===== src/design/sfd_pkg.sv =====
// sfd_pkg: shared constants and register codes for the stereo feedback delay.
// No dependencies; imported by sfd_dmod and stereo_feedback_delay_top.
`default_nettype none

package sfd_pkg;

  localparam int DELAY_W   = 17;  // delay register width
  localparam int GAIN_W    = 15;  // unsigned Q0.15 gain width
  localparam int GAIN_FRAC = 15;  // fractional bits of the gain
  localparam int REG_IDX_W = 2;

  localparam logic [DELAY_W-1:0] LEFT_DELAY_RST  = 17'd9600;
  localparam logic [DELAY_W-1:0] RIGHT_DELAY_RST = 17'd14400;
  localparam logic [GAIN_W-1:0]  LEFT_GAIN_RST   = 15'd19661;
  localparam logic [GAIN_W-1:0]  RIGHT_GAIN_RST  = 15'd16384;

  typedef enum logic [REG_IDX_W-1:0] {
    REG_LEFT_DELAY  = 2'd0,
    REG_RIGHT_DELAY = 2'd1,
    REG_LEFT_GAIN   = 2'd2,
    REG_RIGHT_GAIN  = 2'd3
  } sfd_reg_t;

endpackage

`default_nettype wire


===== src/design/sfd_dmod.sv =====
// sfd_dmod: delay register reduced modulo the store depth by a reciprocal multiply.
// Depends on sfd_pkg. After a write the quotient is registered first, then the remainder.
`default_nettype none

module sfd_dmod import sfd_pkg::*; #(
  parameter int                 STORE_DEPTH = 131072,
  parameter logic [DELAY_W-1:0] RESET_VALUE = '0
) (
  input  wire logic                           clk,
  input  wire logic                           rst_n,
  input  wire logic                           wr_en,
  input  wire logic [DELAY_W-1:0]             wr_data,
  output logic                                busy,
  output logic      [$clog2(STORE_DEPTH)-1:0] delay_mod
);

  localparam int AW = $clog2(STORE_DEPTH);
  localparam int RW = DELAY_W + 2;        // reciprocal width
  localparam int PW = DELAY_W + RW;       // product width
  localparam int SH = DELAY_W + AW;       // reciprocal scale
  // ceil(2^SH / depth) gives the exact quotient for every DELAY_W-bit value
  localparam longint unsigned RECIP_L =
    ((64'd1 << SH) + 64'(STORE_DEPTH) - 64'd1) / 64'(STORE_DEPTH);
  localparam logic [RW-1:0]      RECIP    = RW'(RECIP_L);
  localparam logic [DELAY_W-1:0] DEPTH_LO = DELAY_W'(STORE_DEPTH);

  logic [DELAY_W-1:0] del_r, del_nxt;
  logic [DELAY_W-1:0] quo_r, quo_nxt;
  logic [DELAY_W-1:0] rem_r, rem_nxt;
  logic [1:0]         cnt_r, cnt_nxt;
  logic [PW-1:0]      prod;

  always_comb begin
    prod    = PW'(del_r) * PW'(RECIP);
    quo_nxt = DELAY_W'(prod >> SH);
    // true remainder is below 2^DELAY_W, so low bits of q * depth are enough
    rem_nxt = del_r - quo_r * DEPTH_LO;
    del_nxt = del_r;
    cnt_nxt = cnt_r;
    if (wr_en) begin
      del_nxt = wr_data;
      cnt_nxt = 2'd2;
    end else if (cnt_r != '0) begin
      cnt_nxt = cnt_r - 2'd1;
    end
  end

  always_ff @(posedge clk) begin
    if (!rst_n) begin
      del_r <= RESET_VALUE;
      quo_r <= '0;
      rem_r <= '0;
      cnt_r <= 2'd2;
    end else begin
      del_r <= del_nxt;
      quo_r <= quo_nxt;
      rem_r <= rem_nxt;
      cnt_r <= cnt_nxt;
    end
  end

  assign busy      = (cnt_r != '0);
  assign delay_mod = AW'(rem_r);

endmodule

`default_nettype wire


===== config.mk =====
export PLATFORM = sky130hd
export DESIGN_NAME = sfd_dmod
export DESIGN_NICKNAME = d
export VERILOG_FILES = /design/src/design/sfd_pkg.sv /design/src/design/sfd_dmod.sv
export SDC_FILE = /design/constraint.sdc
export NUM_CORES = 1
export LEC_CHECK = 0
export BUFFER_PORTS_ARGS = -buffer_cell sky130_fd_sc_hd__buf_2
export CAP_MARGIN = 20
export CELL_PAD_IN_SITES_DETAIL_PLACEMENT = 0
export CELL_PAD_IN_SITES_GLOBAL_PLACEMENT = 1
export CORE_MARGIN = 2
export CORE_UTILIZATION = 35
export CTS_BUF_LIST = sky130_fd_sc_hd__clkbuf_4 sky130_fd_sc_hd__clkbuf_8
export CTS_CLUSTER_SIZE = 28
export DETAILED_ROUTE_END_ITERATION = 8
export PLACE_DENSITY = 0.83
export SLEW_MARGIN = 25
export SYNTH_ARGS = -nofsm -noshare
export SYNTH_HDL_FRONTEND = slang
export SYNTH_SLANG_ARGS = --single-unit

===== constraint.sdc =====
create_clock -name clk -period 2.2 [get_ports clk]
set_input_delay 0.22 -clock clk [delete_from_list [all_inputs] [get_ports clk]]
set_output_delay 0.22 -clock clk [all_outputs]
set_load 0.005 [all_outputs]

==> flow_summary_export.csv, run 1 <==
group,metric,value,unit
timing,skew,0.01265,ns
final_layout,drive_gt1_frac,0.3191,
clocking,insertion_delay,0.32,ns
clocking,path_clk_slew,0.10,ns
min_path,hp-class,"in -> reg",
grt,grt_max_degree,36,
place,dp_hpwl,1277,microns
yosys,synth.area.top_cells,"dfxtp_1 (60%), mux2i_1 (14%), nor2b_1 (9.8%)",
place,place_congestion,0.6687,
yosys,synth_top_area_frac,0.5950,
yosys,synth_cell_type_count,12,
power,pwr-share-seq,0.623,
timing,slew_headroom,0.6583,
grt,grt_usage,0.1038,
worst_setup_path,path_max_fanout,4,
timing,hold_viol,0,
route,via_per_inst,4.032,
timing,max_freq,753.5,MHz
timing,finalSetupViolCount,0,
power,cellLeakagePower,0.7069,nW
route,routed_wirelength,1822,microns
grt,grt-ovfl-total,0,
clocking,tritoncts,"done",
final_layout,nNetsFinal,162,
power,p_clk_frac,0.290,
min_path,worstHoldStart,"wr_data[8]",
worst_setup_path,end_kind,"output port",
route,detail-route-antenna-nets,0,
worst_setup_path,cp.required,1.98,ns
timing,worst_slew_pin_slew,0.5125,ns
place,portBuffers,37,
yosys,syn_nets,123,
floorplanning,core,0.003337,sq mm
yosys,synth_warnings,0,
final_layout,stdcell_area,0.001461,sq mm
place,placed_area,0.001411,sq mm
grt,grt_pass1_vias,701,
final_layout,antennaDiodeCount,0,
power,p_comb_frac,0.087,
power,intPower,0.8703,mW
floorplanning,die_h,62.83,microns
min_path,hold_depth,3,
clocking,ctsHtreeMaxLevel,2,
worst_setup_path,start_kind,"flop",
timing,fin_setup_tns,0,ns
route,wl_per_cell,9.743,microns
clocking,cts-resized-gates,0,
route,drt_pass1_iterations,3,
route,drt_iter0_drc,6,
yosys,ys_seq_area_frac,0.5950,
clocking,clock_sinks,36,
floorplanning,die_w,62.83,microns
worst_setup_path,worst-endpoint-arrival,1.11,ns
timing,rsz0062_at_grt,"no",
power,ir_drop,243.6,uV
timing,post-route-min-period,1.327,ns
clocking,cts_buffers,5,
clocking,clockRootBuffer,"clkbuf_4",
clocking,cts_buffer_depth,2,
worst_setup_path,reg2reg_depth,4,
route,routed-via-count,754,
power,p_switching,0.2475,mW
clocking,cts_hold_buf,0,
clocking,cts_setup_buffers,0,
job,drv_cap,0,
power,switching_share,0.2214,
floorplanning,io_pins,38,
timing,slew_violations,0,
worst_setup_path,rr_startpoint,"cnt_r[0]",
yosys,syn_area,0.001211,sq mm
yosys,syn-mean-instance-area,11.87,sq um
floorplanning,die_area,0.003947,sq mm
floorplanning,rows,21,
worst_setup_path,worstSetupPathType,"reg -> out",
worst_setup_path,rr_endpoint,"cnt_r[0]",
grt,antenna_found_initial,0,
yosys,yosysTopAreaCell,"dfxtp_1",
timing,fin_crit_sh,0.6033,
route,drc,0,
yosys,ys_seq_elements,36,
worst_setup_path,reg2reg_slack,1.19,ns
min_path,hold_path_end,"del_r[8]",
status,status,"finished, final reports clean",
floorplanning,start_util,0.3630,
grt,grt_pass1_wl,3070,microns
power,cellPowerDensity,764.9,mW/mm^2
final_layout,area_growth,20.66,%
final_layout,fillCellCount,327,
yosys,syn_inst,102,
power by group through the flow:
stage / sequential [mW] / clock [mW] / combinational, mW
floorplan: 0.711 / 0 / 0.0653
CTS: 0.697 / 0.338 / 0.0992
global placement: 0.711 / 0 / 0.0971
global route: 0.701 / 0.368 / 0.110
detailed placement: 0.712 / 0 / 0.0987
finish: 0.696 / 0.324 / 0.0971
placed cells by master (no fill, tap or decap):
cell      netlist  final
and2_1         18     18
and2b_2         1      1
buf_2           0     37
clkbuf_4        0      6
clkinv_2        0      1
dfxtp_1        36     36
ha_1            1      1
inv_1           3      3
mux2i_1        17     17
nor2b_1        19     19
o21ai_0         1      1
xnor2_1         1      1
logic make-up (layout without fill, tap and decap cells):
| logic type | after synthesis | count (layout) | synth area share |
|---|---|---|---|
| muxes | 17 | 17 | 0.1405 |
| AOI/OAI and AO/OA | 1 | 1 | 0.004128 |
| DFF | 36 | 36 | 0.5950 |
| buffers and inverters | 8 | 47 | 0.04442 |
| adders and majority gates | 1 | 1 | 0.01033 |
| and+or+nand+nor | 38 | 38 | 0.1983 |
| xor gates and xnor gates | 1 | 1 | 0.007233 |
through the flow:
stage	total power, mW	instances	worst slack (ns)	hold WS [ns]	util
floorplan	0.7763	102	1.243	0.3482	-
detailed placement	0.8105	180	1.035	0.4397	0.4229
global placement	0.8077	180	1.044	0.4394	0.4229
global route	1.179	187	0.7811	0.1341	0.4379
CTS	1.135	187	0.8421	0.1315	0.4379
finish	1.118	187	0.8728	0.1462	0.4379
synthesized netlist by cell type:
library cell / instances
and2_1: 18
and2b_2: 1
buf_12: 1
buf_6: 1
clkbuf_1: 3
dfxtp_1: 36
ha_1: 1
inv_1: 3
mux2i_1: 17
nor2b_1: 19
o21ai_0: 1
xnor2_1: 1
worst max-delay path: stages (launching register included):
cell and delay [ns]:
dfxtp_1 0.35, inv_1 0.05, ha_1 0.23, inv_1 0.06, buf_2 0.10
how the worst max path moves through the flow:
stage,cells after the start,slack (ns),start,to
after floorplan,4,1.24,cnt_r[0],cnt_r[0]
after global placement,3,1.04,wr_en,cnt_r[0]
after detailed placement,3,1.04,wr_en,cnt_r[0]
after CTS,4,0.84,cnt_r[0],busy
after global routing,4,0.78,cnt_r[0],busy
final,4,0.87,cnt_r[0],busy
per-layer routing:
metal | wire length [microns] | vias up | part of all wire | GRT usage
li1 | - | 397 | - | -
met1 | 893 | 328 | 0.49 | 0.1326
met2 | 772 | 25 | 0.42 | 0.1371
met3 | 118 | 4 | 0.065 | 0.05045
met4 | 37 | 0 | 0.020 | 0.06667
met5 | 0 | - | 0 | 0
registers in the layout, indices dropped and copies added, names as in the netlist:
name       count
del_r         17
delay_mod     17
cnt_r          2
final cells by class:
| cell class | count | area, sq um | area share |
|---|---|---|---|
| Inverter | 3 | 11.26 | 0.007705 |
| Tap cell | 46 | 57.56 | 0.03938 |
| Multi-Input combinational cell | 58 | 436.7 | 0.2988 |
| Clock buffer | 6 | 45.04 | 0.03082 |
| Sequential cell | 36 | 720.7 | 0.4932 |
| Clock inverter | 1 | 5.005 | 0.003425 |
| Timing Repair Buffer | 37 | 185.2 | 0.1267 |
Power figures use the tool's default switching activity.
==> inputs of run 2 (changes only) <==
==> constraint.sdc (replaced) <==
create_clock -name clk -period 1.3 [get_ports clk]
set_input_delay 0.13 -clock clk [delete_from_list [all_inputs] [get_ports clk]]
set_output_delay 0.13 -clock clk [all_outputs]
set_load 0.005 [all_outputs]
==> run 2 against run 1 <==
  * Critical path type unchanged
  * Critical path depth stayed put
  * Register-to-register slack got worse by 0.85 ns
  * Critical endpoint unchanged
  * Routed wire length is 4.3% higher
  * Non-clock buffer count grew 2
  * Die area stayed put
  * Hold slack lost 0.095 ns
  * Largest power group unchanged
  * Cell count grew 1.6%
  * Count of clock-buffer cells in the layout unchanged
==> flow_summary_export.csv, run 2 (same netlist as run 1, synthesis figures left out) <==
group,metric,value,unit
route,routed_wirelength,1901,microns
floorplanning,die_h,62.83,microns
route,detail-route-antenna-nets,0,
clocking,cts_hold_buf,0,
worst_setup_path,critPathMostFrequentCell,"inv_1",
final_layout,final_cell_mix,"buf_2 (37), dfxtp_1 (35), nor2b_1 (19)",
worst_setup_path,path_max_fanout,4,
clocking,tritoncts,"done",
final_layout,drive_gt1_frac,0.3472,
timing,skew,0.0008595,ns
grt,grt_pass1_vias,746,
route,drt_pass1_iterations,2,
timing,max_freq,841.3,MHz
job,drv_cap,0,
route,drt_iter0_drc,23,
place,dp_cells,182,
worst_setup_path,reg2reg_depth,4,
min_path,worstHoldStart,"wr_data[0]",
worst_setup_path,start_kind,"flop",
floorplanning,start_util,0.3630,
final_layout,nNetsFinal,164,
timing,post-route-min-period,1.189,ns
timing,slew_headroom,0.7935,
worst_setup_path,crit_chain,"inv_1 -> ha_4 -> inv_1 -> buf_2",
power,ir_drop,434.5,uV
timing,fin_setup_tns,0,ns
place,place_congestion,0.6947,
clocking,cts_setup_buffers,0,
power,cellPowerDensity,1387,mW/mm^2
clocking,insertion_delay,0.33,ns
grt,grt_max_degree,21,
clocking,ctsHtreeMaxLevel,2,
timing,fin_crit_sh,0.9143,
floorplanning,rows,21,
grt,grt-ovfl-total,0,
worst_setup_path,crit_cells,4,
worst_setup_path,crit_family,"flip-flops",
final_layout,final_util,0.4593,
clocking,cts_buffer_depth,2,
timing,rsz0062_at_grt,"no",
route,wl_per_cell,10.01,microns
worst_setup_path,critPathMaxStageDelay,0.34,ns
timing,hold_viol,0,
clocking,clockRootBuffer,"clkbuf_4",
final_layout,fillCellCount,334,
floorplanning,die_area,0.003947,sq mm
floorplanning,io_pins,38,
grt,antenna_found_initial,0,
grt,grt_pass1_wl,3360,microns
route,drc,0,
worst_setup_path,cp.required,1.17,ns
min_path,hp-class,"in -> reg",
timing,slew_violations,0,
worst_setup_path,worst-endpoint-arrival,1.06,ns
min_path,hold_depth,3,
worst_setup_path,worst-path-buf-inv,3,
place,pre_cts_ws,0.2743,ns
timing,worst_slew_pin_slew,0.3097,ns
floorplanning,die_w,62.83,microns
floorplanning,core,0.003337,sq mm
worst_setup_path,slowest_stage,"dfxtp_2",
place,portBuffers,37,
final_layout,final_common_cell,"buf_2",
power,cellLeakagePower,0.7359,nW
worst_setup_path,rr_startpoint,"cnt_r[1]",
clocking,cts_buffers,5,
clocking,cts-resized-gates,0,
place,placed_area,0.001439,sq mm
final_layout,antennaDiodeCount,0,
worst_setup_path,end_kind,"output port",
worst_setup_path,worstSetupPathType,"reg -> out",
route,via_per_inst,4.089,
final_layout,area_growth,26.55,%
route,routed-via-count,777,
grt,grt_usage,0.1139,
status,status,"finished, final reports clean",
clocking,clock_sinks,36,
timing,finalSetupViolCount,0,
clocking,path_clk_slew,0.10,ns
final_layout,final_cells,190,
final_layout,stdcell_area,0.001533,sq mm
timing,setup_ws,0.1114,ns
worst_setup_path,crit_start,"cnt_r[0]",
==> run 2: cell count changes in the layout (fill, tap and decap cells not counted), sizes merged <==
cell    previous run  this run
buf               37        39
bufinv             0         1
==> run 2: worst register-to-register path: stages (launching register included) <==
cell and delay [ns]:
dfxtp_1 0.35, inv_1 0.07, ha_4 0.25, nor2b_1 0.12
o21ai_0 0.07
==> run 2: layout make-up <==
| cell class | instances | area (sq um) | area share |
|---|---|---|---|
| clock buffer | 6 | 45.04 | 0.02939 |
| clock inverter | 2 | 35.03 | 0.02286 |
| inverter | 3 | 11.26 | 0.007347 |
| multi-input combinational | 58 | 449.2 | 0.2931 |
| sequential | 36 | 721.9 | 0.4710 |
| tap | 46 | 57.56 | 0.03755 |
| timing repair buffer | 39 | 212.7 | 0.1388 |
==> run 2: final timing paths <==
| check | to | slack (ns) |
|---|---|---|
| worst min-delay path | del_r[0] | 0.05 |
| worst max register to register | cnt_r[1] | 0.34 |
| worst min register to register | delay_mod[8] | 0.46 |
| worst max-delay path | busy | 0.11 |
==> run 2: metal layers <==
metal | GRT usage | part of all wire | up-vias
met5 | 0 | 0 | -
met3 | 0.05225 | 0.068 | 5
li1 | - | - | 400
met1 | 0.1251 | 0.42 | 348
met2 | 0.1720 | 0.49 | 24
met4 | 0.08333 | 0.026 | 0
==> run 2: power by group <==
group	internal [mW]	switching [mW]
clock	0.424	0.342
combinational	0.105	0.0753
sequential	1.16	0.0197
==> run 2: per-stage QoR <==
step	power [mW]	hold WS, ns
final	2.125	0.05123
after global routing	2.254	0.03087
after CTS	2.163	0.03259
after detailed placement	1.385	0.3973
after global placement	1.375	0.3881
after floorplan	1.314	0.2582
==> inputs of run 3 (changes only) <==
--- a/config.mk
+++ b/config.mk
@@ -5,6 +5,7 @@
 export SDC_FILE = /design/constraint.sdc
 export NUM_CORES = 1
 export LEC_CHECK = 0
+export ABC_AREA = 1
 export BUFFER_PORTS_ARGS = -buffer_cell sky130_fd_sc_hd__buf_2
 export CAP_MARGIN = 20
 export CELL_PAD_IN_SITES_DETAIL_PLACEMENT = 0
@@ -14,7 +15,7 @@
 export CTS_BUF_LIST = sky130_fd_sc_hd__clkbuf_4 sky130_fd_sc_hd__clkbuf_8
 export CTS_CLUSTER_SIZE = 28
 export DETAILED_ROUTE_END_ITERATION = 8
-export PLACE_DENSITY = 0.83
+export PLACE_DENSITY = 0.87
 export SLEW_MARGIN = 25
 export SYNTH_ARGS = -nofsm -noshare
 export SYNTH_HDL_FRONTEND = slang
==> constraint.sdc (replaced) <==
create_clock -name clk -period 1.5 [get_ports clk]
set_input_delay 0.15 -clock clk [delete_from_list [all_inputs] [get_ports clk]]
set_output_delay 0.15 -clock clk [all_outputs]
set_load 0.005 [all_outputs]
==> run 3 against run 2 <==
  * Non-clock buffer count down 2
  * Routed wire length up 7.2%
  * Combinational power down 18%
  * Global-route usage about the same
  * Cell count up 19%
  * Synthesized area down 0.52%
  * Critical path depth unchanged
  * Register-to-register slack better by 0.23 ns
  * Die area down 0.48%
  * Worst setup slack better by 0.12 ns
  * Critical path type unchanged
  * Critical endpoint unchanged
==> flow_summary_export.csv, run 3 <==
group,metric,value,unit
clocking,cts_buffers,5,
clocking,ctsHtreeMaxLevel,2,
route,detail-route-antenna-nets,0,
final_layout,nNetsFinal,201,
worst_setup_path,crit_family,"flip-flops",
worst_setup_path,crit_chain,"inv_1 -> ha_1 -> inv_1 -> buf_2",
grt,grt_usage,0.1135,
timing,max_freq,785.8,MHz
yosys,syn_inst,143,
worst_setup_path,worst-path-buf-inv,3,
floorplanning,die_area,0.003928,sq mm
timing,post-route-min-period,1.273,ns
yosys,synth_warnings,0,
route,drt_iter0_drc,56,
status,status,"finished, final reports clean",
yosys,syn_nets,164,
yosys,ys_seq_area_frac,0.5981,
final_layout,final_cells,227,
worst_setup_path,reg2reg_depth,6,
job,drv_cap,0,
yosys,yosysTopAreaCell,"dfxtp_1",
floorplanning,die_h,62.68,microns
worst_setup_path,cp.required,1.35,ns
worst_setup_path,slowest_stage,"dfxtp_1",
grt,grt_max_degree,36,
floorplanning,die_w,62.68,microns
yosys,ys_seq_elements,36,
grt,grt_pass1_vias,838,
yosys,syn_area,0.001205,sq mm
final_layout,area_growth,20.25,%
worst_setup_path,end_kind,"output port",
final_layout,antennaDiodeCount,0,
worst_setup_path,crit_cells,4,
yosys,synth_ff_type,"dfxtp_1",
clocking,path_clk_slew,0.10,ns
timing,skew,0.004008,ns
worst_setup_path,path_max_fanout,3,
floorplanning,start_util,0.3639,
route,routed-via-count,905,
floorplanning,core,0.003311,sq mm
yosys,yosys.cell_count.top_type,"dfxtp_1",
yosys,synth_edf_count,0,
worst_setup_path,critPathMaxStageDelay,0.34,ns
place,place_congestion,0.7149,
clocking,cts_hold_buf,0,
timing,slew_headroom,0.6707,
clocking,cts_buffer_depth,2,
floorplanning,rows,21,
timing,setup_ws,0.2274,ns
yosys,yosys-top-cells-count,"dfxtp_1 (36), nor2_1 (33), nand2_1 (23), inv_1 (22), o21ai_0 (16)",
grt,antenna_found_initial,0,
place,dp_cells,219,
route,drt_pass1_iterations,4,
worst_setup_path,critPathMostFrequentCell,"inv_1",
grt,grt-ovfl-total,0,
grt,met2_usage,0.1882,
yosys,async_flop_share,0,
worst_setup_path,worst-endpoint-arrival,1.12,ns
grt,grt_pass1_wl,3450,microns
yosys,synth_cell_type_count,14,
route,via_per_inst,3.987,
grt,grt_util_met3,0.03243,
timing,fin_crit_sh,0.8484,
min_path,hold_depth,3,
power,ir_drop,355.6,uV
power,cellPowerDensity,1194,mW/mm^2
timing,hold_viol,0,
final_layout,final_cell_mix,"buf_2 (37), dfxtp_1 (36), nor2_1 (33)",
power,cellLeakagePower,0.8311,nW
place,portBuffers,37,
timing,worst_slew_pin_slew,0.4940,ns
floorplanning,io_pins,38,
yosys,syn-mean-instance-area,8.426,sq um
timing,rsz0062_at_grt,"no",
clocking,tritoncts,"done",
worst_setup_path,worstSetupPathType,"reg -> out",
grt,grt_util_met1,0.1264,
clocking,clockRootBuffer,"clkbuf_4",
timing,fin_setup_tns,0,ns
final_layout,drive_gt1_frac,0.2652,
route,drc,0,
clocking,cts_setup_buffers,0,
timing,slew_violations,0,
min_path,hp-class,"in -> reg",
yosys,synth.area.top_cells,"dfxtp_1 (60%), nor2_1 (10%), nand2_1 (7.2%)",
route,wl_per_cell,8.978,microns
worst_setup_path,reg2reg_slack,0.57,ns
final_layout,fillCellCount,370,
yosys,synth_top_area_frac,0.5981,
final_layout,final_common_cell,"buf_2",
worst_setup_path,start_kind,"flop",
clocking,insertion_delay,0.32,ns
place,pre_cts_ws,0.5424,ns
place,dp_hpwl,1375,microns
route,routed_wirelength,2038,microns
grt,top_usage_layer,"met2",
clocking,cts-resized-gates,0,
clocking,clock_sinks,36,
timing,finalSetupViolCount,0,
run 3: cell types whose count changed in the layout (fill, tap and decap cells not counted), moves of 2 or more:
cell     change
nor2_1      +33
nand2_1     +23
inv_1       +19
nor2b_1     -19
and2_1      -18
mux2i_1     -17
o21ai_0     +15
nor2_2       +2
run 3: through the flow:
| step | power [mW] | instance area [sq um] | hold WS, ns | utilization |
|---|---|---|---|---|
| floorplan | 1.154 | 1205 | 0.2782 | - |
| finish | 1.731 | 1449 | 0.05049 | 0.4376 |
| global route | 1.835 | 1449 | 0.03792 | 0.4376 |
| detailed placement | 1.206 | 1383 | 0.3794 | 0.4176 |
| global placement | 1.202 | 1383 | 0.3763 | 0.4176 |
| CTS | 1.764 | 1449 | 0.03508 | 0.4376 |
run 3: power breakdown:
part	leakage [nW]	total [mW]	switching, mW	internal, mW
Combinational	0.494	0.149	0.0833	0.0652
Sequential	0.297	1.03	0.0199	1.01
Clock	0.0394	0.550	0.282	0.268
Total	0.831	1.73	0.385	1.35
run 3: logic make-up after synthesis:
group,Yosys count,synth area share
buffers and inverters,30,0.1319
AO/OA/AOI/OAI,17,0.07061
adder cells (fa/ha/maj),1,0.01038
AND/OR/NAND/NOR,59,0.1890
flip-flops,36,0.5981
run 3: layout make-up:
| type | count | area, sq um | share of cell area |
|---|---|---|---|
| clock buffers | 8 | 66.31 | 0.04577 |
| flip-flops and latches | 36 | 720.7 | 0.4974 |
| repair buffers | 37 | 185.2 | 0.1278 |
| inverters | 23 | 93.84 | 0.06477 |
| well taps | 46 | 57.56 | 0.03972 |
| multi-input cells | 77 | 325.3 | 0.2245 |
run 3: worst min-delay path: stages:
cell and delay (ns):
buf_2 0.07, nor2_1 0.03, nor2_1 0.08
run 3: final timing paths:
check	to	from
worst max-delay path	busy	cnt_r[0]
worst min-delay path	del_r[14]	wr_data[14]
worst max register to register	cnt_r[0]	cnt_r[0]
worst min register to register	delay_mod[8]	del_r[8]
run 3: layer usage:
layer	vias to the layer above	routed length (microns)	part of all wire
li1	493	-	-
met1	384	978	0.48
met2	26	927	0.45
met3	2	104	0.051
met4	0	27	0.013
met5	-	0	0
